**config.mk**
```make
export PLATFORM = sky130hd
export DESIGN_NAME = hsl_to_rgb565_converter_core
export DESIGN_NICKNAME = d
export VERILOG_FILES = /design/src/rtl/hslr_pkg.sv /design/src/rtl/hslr_decode.sv /design/src/rtl/hslr_chroma.sv /design/src/rtl/hslr_divide.sv /design/src/rtl/hslr_pack.sv /design/src/rtl/hsl_to_rgb565_converter_core.sv
export VERILOG_INCLUDE_DIRS = /design/src /design/src/rtl
export SDC_FILE = /design/constraint.sdc
export NUM_CORES = 1
export LEC_CHECK = 0
export BUFFER_PORTS_ARGS = -buffer_cell sky130_fd_sc_hd__buf_2
export CELL_PAD_IN_SITES_DETAIL_PLACEMENT = 0
export CELL_PAD_IN_SITES_GLOBAL_PLACEMENT = 1
export CORE_MARGIN = 5
export CORE_UTILIZATION = 40
export CTS_CLUSTER_DIAMETER = 50
export CTS_CLUSTER_SIZE = 12
export DETAILED_ROUTE_END_ITERATION = 10
export GPL_TIMING_DRIVEN = 0
export HOLD_SLACK_MARGIN = 0.12
export PLACE_DENSITY = 0.76
export SYNTH_ARGS = -nofsm -noshare
export SYNTH_HDL_FRONTEND = slang
export SYNTH_SLANG_ARGS = --single-unit
export TNS_END_PERCENT = 30
```
**constraint.sdc**
```tcl
create_clock -name clock -period 6.55 [get_ports clock]
set_clock_uncertainty 0.15 [all_clocks]
set_input_delay 0.655 -clock clock [delete_from_list [all_inputs] [get_ports clock]]
set_output_delay 0.655 -clock clock [all_outputs]
set_load 0.01 [all_outputs]
```
**src/rtl/hsl_to_rgb565_converter_core_assert.svh**
```systemverilog
// assertion macros for the hsl to rgb565 converter
// all macros sample on clock and are off while reset is high
`ifndef HSL_TO_RGB565_CONVERTER_CORE_ASSERT_SVH
`define HSL_TO_RGB565_CONVERTER_CORE_ASSERT_SVH

// same-cycle implication
`define HSLR_ASSERT_NOW(lbl, ante, cons) \
   lbl: assert property (@(posedge clock) disable iff (reset) (ante) |-> (cons)) \
      else $error("hslr: same-cycle check failed");

// next-cycle implication
`define HSLR_ASSERT_NEXT(lbl, ante, cons) \
   lbl: assert property (@(posedge clock) disable iff (reset) (ante) |=> (cons)) \
      else $error("hslr: next-cycle check failed");

`endif

```
**src/rtl/hslr_pkg.sv**
```systemverilog
`default_nettype none

package hslr_pkg;

   // fixed point: ONE_VAL stands for 1.0
   localparam int FRAC_BITS  = 8;
   localparam int IN_FRAC    = 8;
   localparam int ONE_VAL    = 1 << FRAC_BITS;
   localparam int FX_W       = FRAC_BITS + 1;
   localparam int SUM_W      = FX_W + 1;

   localparam int HUE_W      = 9;
   localparam int IN_W       = 9;
   localparam int IN_FULL    = 256;
   localparam int HUE_LIMIT  = 360;
   localparam int SECTOR_DEG = 60;
   localparam int F_W        = 6;
   localparam int PROD_W     = FX_W + F_W;

   // divide by 60 as divide by 4 then multiply by a rounded-up reciprocal of 15
   localparam int DIV_PRE    = 2;
   localparam int SUB_DIV    = SECTOR_DEG >> DIV_PRE;
   localparam int DIV_SHIFT  = FRAC_BITS + 8;
   localparam int DIV_RECIP  = ((1 << DIV_SHIFT) + SUB_DIV - 1) / SUB_DIV;
   localparam int RECIP_W    = $clog2(DIV_RECIP + 1);
   localparam int PRE_W      = PROD_W - DIV_PRE;
   localparam int DIVP_W     = PRE_W + RECIP_W;

   // channel scaling
   localparam int RB_SHIFT   = 5;
   localparam int G_SHIFT    = 6;
   localparam int RB_MAX     = 31;
   localparam int G_MAX      = 63;
   localparam int RB_W       = 5;
   localparam int G_W        = 6;
   localparam int PIX_W      = 16;

   typedef enum logic [2:0] {
      SECT_RY = 3'd0,
      SECT_YG = 3'd1,
      SECT_GC = 3'd2,
      SECT_CB = 3'd3,
      SECT_BM = 3'd4,
      SECT_MR = 3'd5
   } sector_type;

   typedef struct packed {
      logic                 hue_error;
      sector_type           sector;
      logic [F_W-1:0]       frac;
      logic [FX_W-1:0]      sat;
      logic [FX_W-1:0]      light;
      logic [FX_W-1:0]      span;
   } decode_type;

   typedef struct packed {
      logic                 hue_error;
      sector_type           sector;
      logic [F_W-1:0]       frac;
      logic [FX_W-1:0]      light;
      logic [FX_W-1:0]      chroma;
   } chroma_type;

   typedef struct packed {
      logic                 hue_error;
      sector_type           sector;
      logic [FX_W-1:0]      chroma;
      logic [FX_W-1:0]      offset;
      logic [PROD_W-1:0]    prod;
   } product_type;

   typedef struct packed {
      logic                 hue_error;
      sector_type           sector;
      logic [FX_W-1:0]      chroma;
      logic [FX_W-1:0]      offset;
      logic [FX_W-1:0]      second;
   } component_type;

   // clamp to full scale, then move from 8 input fraction bits to FRAC_BITS
   function automatic logic [FX_W-1:0] to_fixed(input logic [IN_W-1:0] v);
      logic [IN_W-1:0]           c;
      logic [IN_W+FRAC_BITS-1:0] wide;
      c    = (v > IN_W'(IN_FULL)) ? IN_W'(IN_FULL) : v;
      wide = ((IN_W + FRAC_BITS)'(c) << FRAC_BITS) >> IN_FRAC;
      return wide[FX_W-1:0];
   endfunction

endpackage

`default_nettype wire

```
**src/rtl/hslr_decode.sv**
```systemverilog
`default_nettype none

module hslr_decode (
   input  wire logic                     clock,
   input  wire logic                     reset,
   input  wire logic                     in_valid,
   output logic                          in_ready,
   input  wire logic [hslr_pkg::HUE_W-1:0] hue_deg,
   input  wire logic [hslr_pkg::IN_W-1:0]  saturation,
   input  wire logic [hslr_pkg::IN_W-1:0]  lightness,
   output logic                          out_valid,
   input  wire logic                     out_ready,
   output hslr_pkg::decode_type          out_data
);

   hslr_pkg::decode_type               stage_in;
   hslr_pkg::decode_type               stage_ff;
   logic                               valid_ff;
   hslr_pkg::sector_type               sect;
   logic [hslr_pkg::HUE_W-1:0]         base;
   logic [hslr_pkg::HUE_W-1:0]         diff;
   logic [hslr_pkg::F_W-1:0]           rem;
   logic [hslr_pkg::FX_W-1:0]          light;
   logic [hslr_pkg::FX_W:0]            two_l;
   logic [hslr_pkg::FX_W:0]            dev;

   localparam logic [hslr_pkg::HUE_W-1:0] DEG = hslr_pkg::HUE_W'(hslr_pkg::SECTOR_DEG);
   localparam logic [hslr_pkg::FX_W:0]    ONE = (hslr_pkg::FX_W + 1)'(hslr_pkg::ONE_VAL);

   always_comb begin
      priority if (hue_deg >= hslr_pkg::HUE_W'(5 * DEG)) begin
         sect = hslr_pkg::SECT_MR;
         base = hslr_pkg::HUE_W'(5 * DEG);
      end else if (hue_deg >= hslr_pkg::HUE_W'(4 * DEG)) begin
         sect = hslr_pkg::SECT_BM;
         base = hslr_pkg::HUE_W'(4 * DEG);
      end else if (hue_deg >= hslr_pkg::HUE_W'(3 * DEG)) begin
         sect = hslr_pkg::SECT_CB;
         base = hslr_pkg::HUE_W'(3 * DEG);
      end else if (hue_deg >= hslr_pkg::HUE_W'(2 * DEG)) begin
         sect = hslr_pkg::SECT_GC;
         base = hslr_pkg::HUE_W'(2 * DEG);
      end else if (hue_deg >= DEG) begin
         sect = hslr_pkg::SECT_YG;
         base = DEG;
      end else begin
         sect = hslr_pkg::SECT_RY;
         base = '0;
      end
   end

   assign diff  = hue_deg - base;
   assign rem   = diff[hslr_pkg::F_W-1:0];
   assign light = hslr_pkg::to_fixed(lightness);
   assign two_l = {light, 1'b0};
   assign dev   = (two_l >= ONE) ? (two_l - ONE) : (ONE - two_l);

   always_comb begin
      stage_in.hue_error = (hue_deg >= hslr_pkg::HUE_W'(hslr_pkg::HUE_LIMIT));
      stage_in.sector    = sect;
      // falling slope in odd sectors
      stage_in.frac      = (sect == hslr_pkg::SECT_YG || sect == hslr_pkg::SECT_CB ||
                            sect == hslr_pkg::SECT_MR)
                           ? (hslr_pkg::F_W'(hslr_pkg::SECTOR_DEG) - rem) : rem;
      stage_in.sat       = hslr_pkg::to_fixed(saturation);
      stage_in.light     = light;
      stage_in.span      = hslr_pkg::FX_W'(ONE - dev);
   end

   assign in_ready = !valid_ff || out_ready;

   always_ff @(posedge clock) begin
      if (reset) begin
         valid_ff <= 1'b0;
      end else if (in_ready) begin
         valid_ff <= in_valid;
      end
   end

   always_ff @(posedge clock) begin
      if (in_ready && in_valid) begin
         stage_ff <= stage_in;
      end
   end

   assign out_valid = valid_ff;
   assign out_data  = stage_ff;

endmodule

`default_nettype wire

```
**src/rtl/hslr_chroma.sv**
```systemverilog
`default_nettype none

module hslr_chroma (
   input  wire logic                 clock,
   input  wire logic                 reset,
   input  wire logic                 in_valid,
   output logic                      in_ready,
   input  wire hslr_pkg::decode_type in_data,
   output logic                      out_valid,
   input  wire logic                 out_ready,
   output hslr_pkg::product_type     out_data
);

   // stage a: chroma multiply
   hslr_pkg::chroma_type                  mult_in;
   hslr_pkg::chroma_type                  mult_ff;
   logic                                  mult_valid_ff;
   logic                                  mult_ready;
   logic [2*hslr_pkg::FX_W-1:0]           cs_prod;

   // stage b: hue product and offset
   hslr_pkg::product_type                 prod_in;
   hslr_pkg::product_type                 prod_ff;
   logic                                  prod_valid_ff;
   logic [hslr_pkg::FX_W-1:0]             half;

   assign cs_prod = in_data.span * in_data.sat;

   always_comb begin
      mult_in.hue_error = in_data.hue_error;
      mult_in.sector    = in_data.sector;
      mult_in.frac      = in_data.frac;
      mult_in.light     = in_data.light;
      mult_in.chroma    = cs_prod[hslr_pkg::FRAC_BITS +: hslr_pkg::FX_W];
   end

   assign half = mult_ff.chroma >> 1;

   always_comb begin
      prod_in.hue_error = mult_ff.hue_error;
      prod_in.sector    = mult_ff.sector;
      prod_in.chroma    = mult_ff.chroma;
      prod_in.offset    = (mult_ff.light >= half) ? (mult_ff.light - half) : '0;
      prod_in.prod      = hslr_pkg::PROD_W'(mult_ff.chroma * mult_ff.frac);
   end

   assign mult_ready = !prod_valid_ff || out_ready;
   assign in_ready   = !mult_valid_ff || mult_ready;

   always_ff @(posedge clock) begin
      if (reset) begin
         mult_valid_ff <= 1'b0;
         prod_valid_ff <= 1'b0;
      end else begin
         if (in_ready) begin
            mult_valid_ff <= in_valid;
         end
         if (mult_ready) begin
            prod_valid_ff <= mult_valid_ff;
         end
      end
   end

   always_ff @(posedge clock) begin
      if (in_ready && in_valid) begin
         mult_ff <= mult_in;
      end
      if (mult_ready && mult_valid_ff) begin
         prod_ff <= prod_in;
      end
   end

   assign out_valid = prod_valid_ff;
   assign out_data  = prod_ff;

endmodule

`default_nettype wire

```
**src/rtl/hslr_divide.sv**
```systemverilog
`default_nettype none

module hslr_divide (
   input  wire logic                  clock,
   input  wire logic                  reset,
   input  wire logic                  in_valid,
   output logic                       in_ready,
   input  wire hslr_pkg::product_type in_data,
   output logic                       out_valid,
   input  wire logic                  out_ready,
   output hslr_pkg::component_type    out_data
);

   hslr_pkg::component_type               stage_in;
   hslr_pkg::component_type               stage_ff;
   logic                                  valid_ff;
   logic [hslr_pkg::PRE_W-1:0]            pre;
   logic [hslr_pkg::DIVP_W-1:0]           scaled;

   localparam logic [hslr_pkg::RECIP_W-1:0] RECIP = hslr_pkg::RECIP_W'(hslr_pkg::DIV_RECIP);

   // floor(p / 60) = floor(floor(p / 4) / 15), exact over the product range
   assign pre    = hslr_pkg::PRE_W'(in_data.prod >> hslr_pkg::DIV_PRE);
   assign scaled = hslr_pkg::DIVP_W'(pre) * hslr_pkg::DIVP_W'(RECIP);

   always_comb begin
      stage_in.hue_error = in_data.hue_error;
      stage_in.sector    = in_data.sector;
      stage_in.chroma    = in_data.chroma;
      stage_in.offset    = in_data.offset;
      stage_in.second    = scaled[hslr_pkg::DIV_SHIFT +: hslr_pkg::FX_W];
   end

   assign in_ready = !valid_ff || out_ready;

   always_ff @(posedge clock) begin
      if (reset) begin
         valid_ff <= 1'b0;
      end else if (in_ready) begin
         valid_ff <= in_valid;
      end
   end

   always_ff @(posedge clock) begin
      if (in_ready && in_valid) begin
         stage_ff <= stage_in;
      end
   end

   assign out_valid = valid_ff;
   assign out_data  = stage_ff;

endmodule

`default_nettype wire

```
**src/rtl/hslr_pack.sv**
```systemverilog
`default_nettype none

module hslr_pack (
   input  wire logic                    clock,
   input  wire logic                    reset,
   input  wire logic                    in_valid,
   output logic                         in_ready,
   input  wire hslr_pkg::component_type in_data,
   output logic                         out_valid,
   input  wire logic                    out_ready,
   output logic [hslr_pkg::PIX_W-1:0]   out_pixel,
   output logic                         out_error
);

   localparam int SC_W = hslr_pkg::SUM_W + hslr_pkg::G_SHIFT;

   logic [hslr_pkg::FX_W-1:0]   r1;
   logic [hslr_pkg::FX_W-1:0]   g1;
   logic [hslr_pkg::FX_W-1:0]   b1;
   logic [hslr_pkg::RB_W-1:0]   red;
   logic [hslr_pkg::G_W-1:0]    green;
   logic [hslr_pkg::RB_W-1:0]   blue;
   logic [hslr_pkg::PIX_W-1:0]  pixel_in;
   logic [hslr_pkg::PIX_W-1:0]  pixel_ff;
   logic                        error_ff;
   logic                        valid_ff;

   // (component + offset) * 2^shift >> FRAC_BITS, saturated at maxv
   function automatic logic [hslr_pkg::G_W-1:0] scale_chan(
      input logic [hslr_pkg::FX_W-1:0] comp,
      input logic [hslr_pkg::FX_W-1:0] offs,
      input int                        shift,
      input int                        maxv
   );
      logic [hslr_pkg::SUM_W-1:0] sum;
      logic [SC_W-1:0]            q;
      sum = hslr_pkg::SUM_W'(comp) + hslr_pkg::SUM_W'(offs);
      q   = (SC_W'(sum) << shift) >> hslr_pkg::FRAC_BITS;
      return (q > SC_W'(maxv)) ? hslr_pkg::G_W'(maxv) : q[hslr_pkg::G_W-1:0];
   endfunction

   always_comb begin
      unique case (in_data.sector)
         hslr_pkg::SECT_RY: begin
            r1 = in_data.chroma; g1 = in_data.second; b1 = '0;
         end
         hslr_pkg::SECT_YG: begin
            r1 = in_data.second; g1 = in_data.chroma; b1 = '0;
         end
         hslr_pkg::SECT_GC: begin
            r1 = '0; g1 = in_data.chroma; b1 = in_data.second;
         end
         hslr_pkg::SECT_CB: begin
            r1 = '0; g1 = in_data.second; b1 = in_data.chroma;
         end
         hslr_pkg::SECT_BM: begin
            r1 = in_data.second; g1 = '0; b1 = in_data.chroma;
         end
         default: begin
            r1 = in_data.chroma; g1 = '0; b1 = in_data.second;
         end
      endcase
   end

   always_comb begin
      red   = hslr_pkg::RB_W'(scale_chan(r1, in_data.offset, hslr_pkg::RB_SHIFT,
                                         hslr_pkg::RB_MAX));
      green = scale_chan(g1, in_data.offset, hslr_pkg::G_SHIFT, hslr_pkg::G_MAX);
      blue  = hslr_pkg::RB_W'(scale_chan(b1, in_data.offset, hslr_pkg::RB_SHIFT,
                                         hslr_pkg::RB_MAX));
      pixel_in = in_data.hue_error ? '0 : {red, green, blue};
   end

   assign in_ready = !valid_ff || out_ready;

   always_ff @(posedge clock) begin
      if (reset) begin
         valid_ff <= 1'b0;
      end else if (in_ready) begin
         valid_ff <= in_valid;
      end
   end

   always_ff @(posedge clock) begin
      if (in_ready && in_valid) begin
         pixel_ff <= pixel_in;
         error_ff <= in_data.hue_error;
      end
   end

   assign out_valid = valid_ff;
   assign out_pixel = pixel_ff;
   assign out_error = error_ff;

endmodule

`default_nettype wire

```
**src/rtl/hsl_to_rgb565_converter_core.sv**
```systemverilog
// hsl to rgb565 pixel converter. each item on req carries a hue in whole
// degrees and a saturation and a lightness in units of 1/256 (values above
// 256 are taken as 256); each produces exactly one rgb565 item on rsp, in
// order. a hue of 360 or more gives a black pixel with the error flag set.
// the block keeps no state between items. it takes one item every clock
// while rsp is not stalled, through five register stages: sector decode,
// chroma multiply, hue multiply, reciprocal divide by 60, then channel
// scaling into the output register, where the result shows on rsp. each
// stage holds its own valid bit, so a stall on rsp fills the bubbles
// upstream before req sees tready drop.

`default_nettype none

`include "hsl_to_rgb565_converter_core_assert.svh"

module hsl_to_rgb565_converter_core (
   input  wire logic        clock,
   input  wire logic        reset,
   // input items
   input  wire logic        req_tvalid,
   output logic             req_tready,
   input  wire logic [31:0] req_tdata,  // hue_deg[8:0], saturation[17:9], lightness[26:18], zero
   // result items
   output logic             rsp_tvalid,
   input  wire logic        rsp_tready,
   output logic [15:0]      rsp_tdata,  // pixel[15:0]
   output logic             rsp_tuser   // hue_error[0]
);

   // stage handshakes
   logic                         dec_valid;
   logic                         dec_ready;
   hslr_pkg::decode_type         dec_data;
   logic                         chr_valid;
   logic                         chr_ready;
   hslr_pkg::product_type        chr_data;
   logic                         div_valid;
   logic                         div_ready;
   hslr_pkg::component_type      div_data;

   // the unused top bits of tdata are padding
   hslr_decode u_decode (
      .clock      (clock),
      .reset      (reset),
      .in_valid   (req_tvalid),
      .in_ready   (req_tready),
      .hue_deg    (req_tdata[8:0]),
      .saturation (req_tdata[17:9]),
      .lightness  (req_tdata[26:18]),
      .out_valid  (dec_valid),
      .out_ready  (dec_ready),
      .out_data   (dec_data)
   );

   // chroma and the x numerator
   hslr_chroma u_chroma (
      .clock     (clock),
      .reset     (reset),
      .in_valid  (dec_valid),
      .in_ready  (dec_ready),
      .in_data   (dec_data),
      .out_valid (chr_valid),
      .out_ready (chr_ready),
      .out_data  (chr_data)
   );

   // second component via reciprocal multiply
   hslr_divide u_divide (
      .clock     (clock),
      .reset     (reset),
      .in_valid  (chr_valid),
      .in_ready  (chr_ready),
      .in_data   (chr_data),
      .out_valid (div_valid),
      .out_ready (div_ready),
      .out_data  (div_data)
   );

   // channel select, scale, saturate and the output register
   hslr_pack u_pack (
      .clock     (clock),
      .reset     (reset),
      .in_valid  (div_valid),
      .in_ready  (div_ready),
      .in_data   (div_data),
      .out_valid (rsp_tvalid),
      .out_ready (rsp_tready),
      .out_pixel (rsp_tdata),
      .out_error (rsp_tuser)
   );

   // out-of-range hue always leaves as black
   `HSLR_ASSERT_NOW(a_error_black, rsp_tvalid && rsp_tuser, rsp_tdata == '0)
   // chroma never exceeds full scale
   `HSLR_ASSERT_NOW(a_chroma_range, chr_valid,
                    chr_data.chroma <= hslr_pkg::FX_W'(hslr_pkg::ONE_VAL))
   // the second component never exceeds chroma for a valid hue
   `HSLR_ASSERT_NOW(a_second_le_chroma, div_valid && !div_data.hue_error,
                    div_data.second <= div_data.chroma)
   // a stalled divide stage keeps its item
   `HSLR_ASSERT_NEXT(a_divide_hold, div_valid && !div_ready, div_valid)

endmodule

`default_nettype wire
```
==> reports/qor.yml <==
drc: 0
cts_setup_buffers: 0
syn2layout_area_growth_pct: 11.0
holdWs_ps: 265
cap_violations: 0
min_path_type: "reg -> reg"
setup_tns_ps: 0
slew_headroom: 0.341
combPwrFrac: 0.611
met1_usage: 0.184
worstPathCellList: "clkbuf_1, nand2_1, fa_1, inv_1, fa_1, inv_1, fa_1, fa_1, inv_1, ha_1, a21o_1, a31oi_1, o21ai_1, o211a_1, o21a_1, nor2_1, xnor2_1"
tightestPinTransition_ps: 986
via_per_inst: 4.94
grtUsageTotal: 0.142
synthesis.area_sq_um: 12300
max-vdd-ir-drop_mv: 0.223
first_global_vias: 8175
grt_pass1_wl_um: 39700
cts-root-buf: "clkbuf_16"
fp.dieW_um: 185
final_core_util: 0.448
ant_nets: 0
post-route-period-util: 0.766
hold_viol: 0
grtUsageMet2: 0.240
setup_viol: 0
seq_power_share: 0.245
ys_seq_area_frac: 0.364
yosys-top-cells-area: "edfxtp_1 (36%), ha_1 (16%), fa_1 (13%), inv_1 (4.8%), and2_1 (4.7%)"
ys_ff_latch: 151
dieHeight_um: 185
cp.arrival_ps: 5040
antenna_found_initial: 0
wl_per_cell_um: 14.0
io_buffers: 45
path_delay_family: "adder cells"
htree_levels: 4
avgSynthCellArea_sq_um: 10.6
yosys_warnings: 0
syn_nets: 1433
core_area_sq_um: 30500
n_fill_cell: 2849
cts.path.max_buffers: 2
gp_congestion: 0.851
dp_hpwl_um: 18400
antenna_cells: 0
start_kind: "flip-flop"
cp_common_cell: "fa_1"
netlist.area_leader.share: 0.356
cts_inserted_buffers: 17
vias: 8088
power-per-cell-area_nw_per_um2: 471
rsz0062_at_grt: "false"
netSwitchingFraction: 0.419
synth_top_flop_cell: "edfxtp_1"
die-area_sq_um: 34400
drt-initial-drc-count: 402
required_ps: 6570
clk_latency_ps: 420
finalPower_uw: 6440
final_nets: 1499
drv_slew: 0
grt_max_degree: 36
start_util: 0.404
grt_overflow: 0
final_common_cell: "inv_1"
clk_pin_slew_worst_paths_ps: 70
critPathMaxFanout: 9
worstSetupPathType: "reg -> reg"
period_needed_ps: 5020
ioPinCount: 55
cts_hold_buf: 0
critPathMaxStageDelay_ps: 550
num_rows: 64
cts_sinks: 151
drive_above_1_share: 0.0757
cpMaxStageDelayCell: "fa_1"
internal-power_uw: 3740
pwr-share-clk: 0.144
grt_busiest_layer: "met2"
wl_um: 22900
crit_buf_inv: 4
cts_resized: 0
end_kind: "flip-flop"
outcome: "finished, final reports clean"
use_met3: 0.0287
synthCells: 1162
max_freq_mhz: 199
synth.largest_area_cell: "edfxtp_1"
p_leak_uw: 0.00609
p_switching_uw: 2700
synth_edf_count: 146
final_cell_mix: "inv_1 (156), ha_1 (154), edfxtp_1 (146), and2_1 (92), fa_1 (81)"
yosysUniqueCellTypes: 60
dr.pass1.iters: 4
cts_tree: "built"
async_flop_share: 0
## routing by layer
layer,vias to the layer above,wire length (um)
met3,38,703
met2,123,11100
met5,-,0
li1,4121,-
met1,3806,10500
met4,0,575
## flip-flops by register name (all words and copies together), names as in the netlist
signal and flops:
u_pack.out_error 1, u_pack.out_pixel 16, u_divide.out_valid 1, u_decode.out_valid 1
u_divide.out_data 31, u_chroma.mult_ff 20, u_decode.out_data 35, u_chroma.half 8
u_chroma.out_data 35, u_chroma.mult_valid_ff 1, u_pack.out_valid 1, u_chroma.out_valid 1
## cell families (layout without fill, tap and decap cells)
| logic type | after synthesis | count (layout) | synth area share |
|---|---|---|---|
| flip-flops | 151 | 151 | 0.364 |
| multiplexers | 12 | 12 | 0.00995 |
| adder cells (fa/ha/maj) | 236 | 236 | 0.289 |
| XOR/XNOR | 62 | 62 | 0.0447 |
| AND/OR/NAND/NOR | 332 | 332 | 0.137 |
| AO/OA/AOI/OAI | 186 | 186 | 0.0981 |
| buffers and inverters | 183 | 262 | 0.0575 |
## Yosys cell counts (3+ instances only)
library cell,count
o21ai_0,20
clkbuf_1,20
nor2b_1,21
o31ai_1,3
mux2i_1,10
edfxtp_1,146
a31oi_1,10
nand2b_1,10
nor3_1,22
o21bai_1,9
xor2_1,22
dfxtp_1,5
nand4_1,6
xnor2_1,39
inv_1,156
nand2_1,78
nor2_1,65
a21oi_1,70
o21ai_1,3
a21boi_0,9
and2_1,92
fa_1,81
and3_1,8
a221oi_1,8
or3_1,5
o21a_1,9
ha_1,154
o221ai_1,8
nand3_1,18
a21o_1,12
o211ai_1,5
## worst register-to-register path: cells and delay by family (launching register included)
kind            cells  cell delay, ps
simple gates        2             250
fa+ha+maj           5            2390
buf+inv             4             480
xor+xnor            1              70
compound gates      5            1110
flops               1             330
## layout make-up
class | instances | area (sq um) | share of cell area
multi-input combinational | 828 | 7170 | 0.524
tap | 396 | 495 | 0.0362
sequential | 151 | 4480 | 0.328
timing repair buffer | 47 | 260 | 0.0190
clock inverter | 12 | 119 | 0.00870
buffer | 27 | 123 | 0.00897
inverter | 156 | 586 | 0.0428
clock buffer | 20 | 437 | 0.0319
## per-stage QoR
step                      setup slack [ps]  cell area [sq um]  std cells
final                                 1530              13700       1637
after detailed placement              1470              13100       1605
after global routing                  1210              13700       1637
after global placement                1520              13000       1603
after CTS                             1460              13700       1637
after floorplan                       1930              12300       1162
## power groups by stage
stage | Combinational (uW) | Sequential [uW] | Clock, uW
after floorplan | 3220 | 1520 | 0
after global placement | 3920 | 1600 | 0
after detailed placement | 3970 | 1600 | 0
after CTS | 4030 | 1580 | 957
after global routing | 4680 | 1600 | 1000
final | 3940 | 1580 | 925
## path summary, 6_finish.rpt
check	start	to	slack, ps	depth (start not counted)
setup / recovery	u_decode.out_data[6]	u_chroma.half[7]	1530	17
hold / removal	u_chroma.out_data[21]	u_divide.out_data[15]	270	0
setup reg to reg	u_decode.out_data[6]	u_chroma.half[7]	1530	17
hold reg to reg	u_chroma.out_data[21]	u_divide.out_data[15]	270	0
No activity file was read; power rests on OpenSTA's default activity.
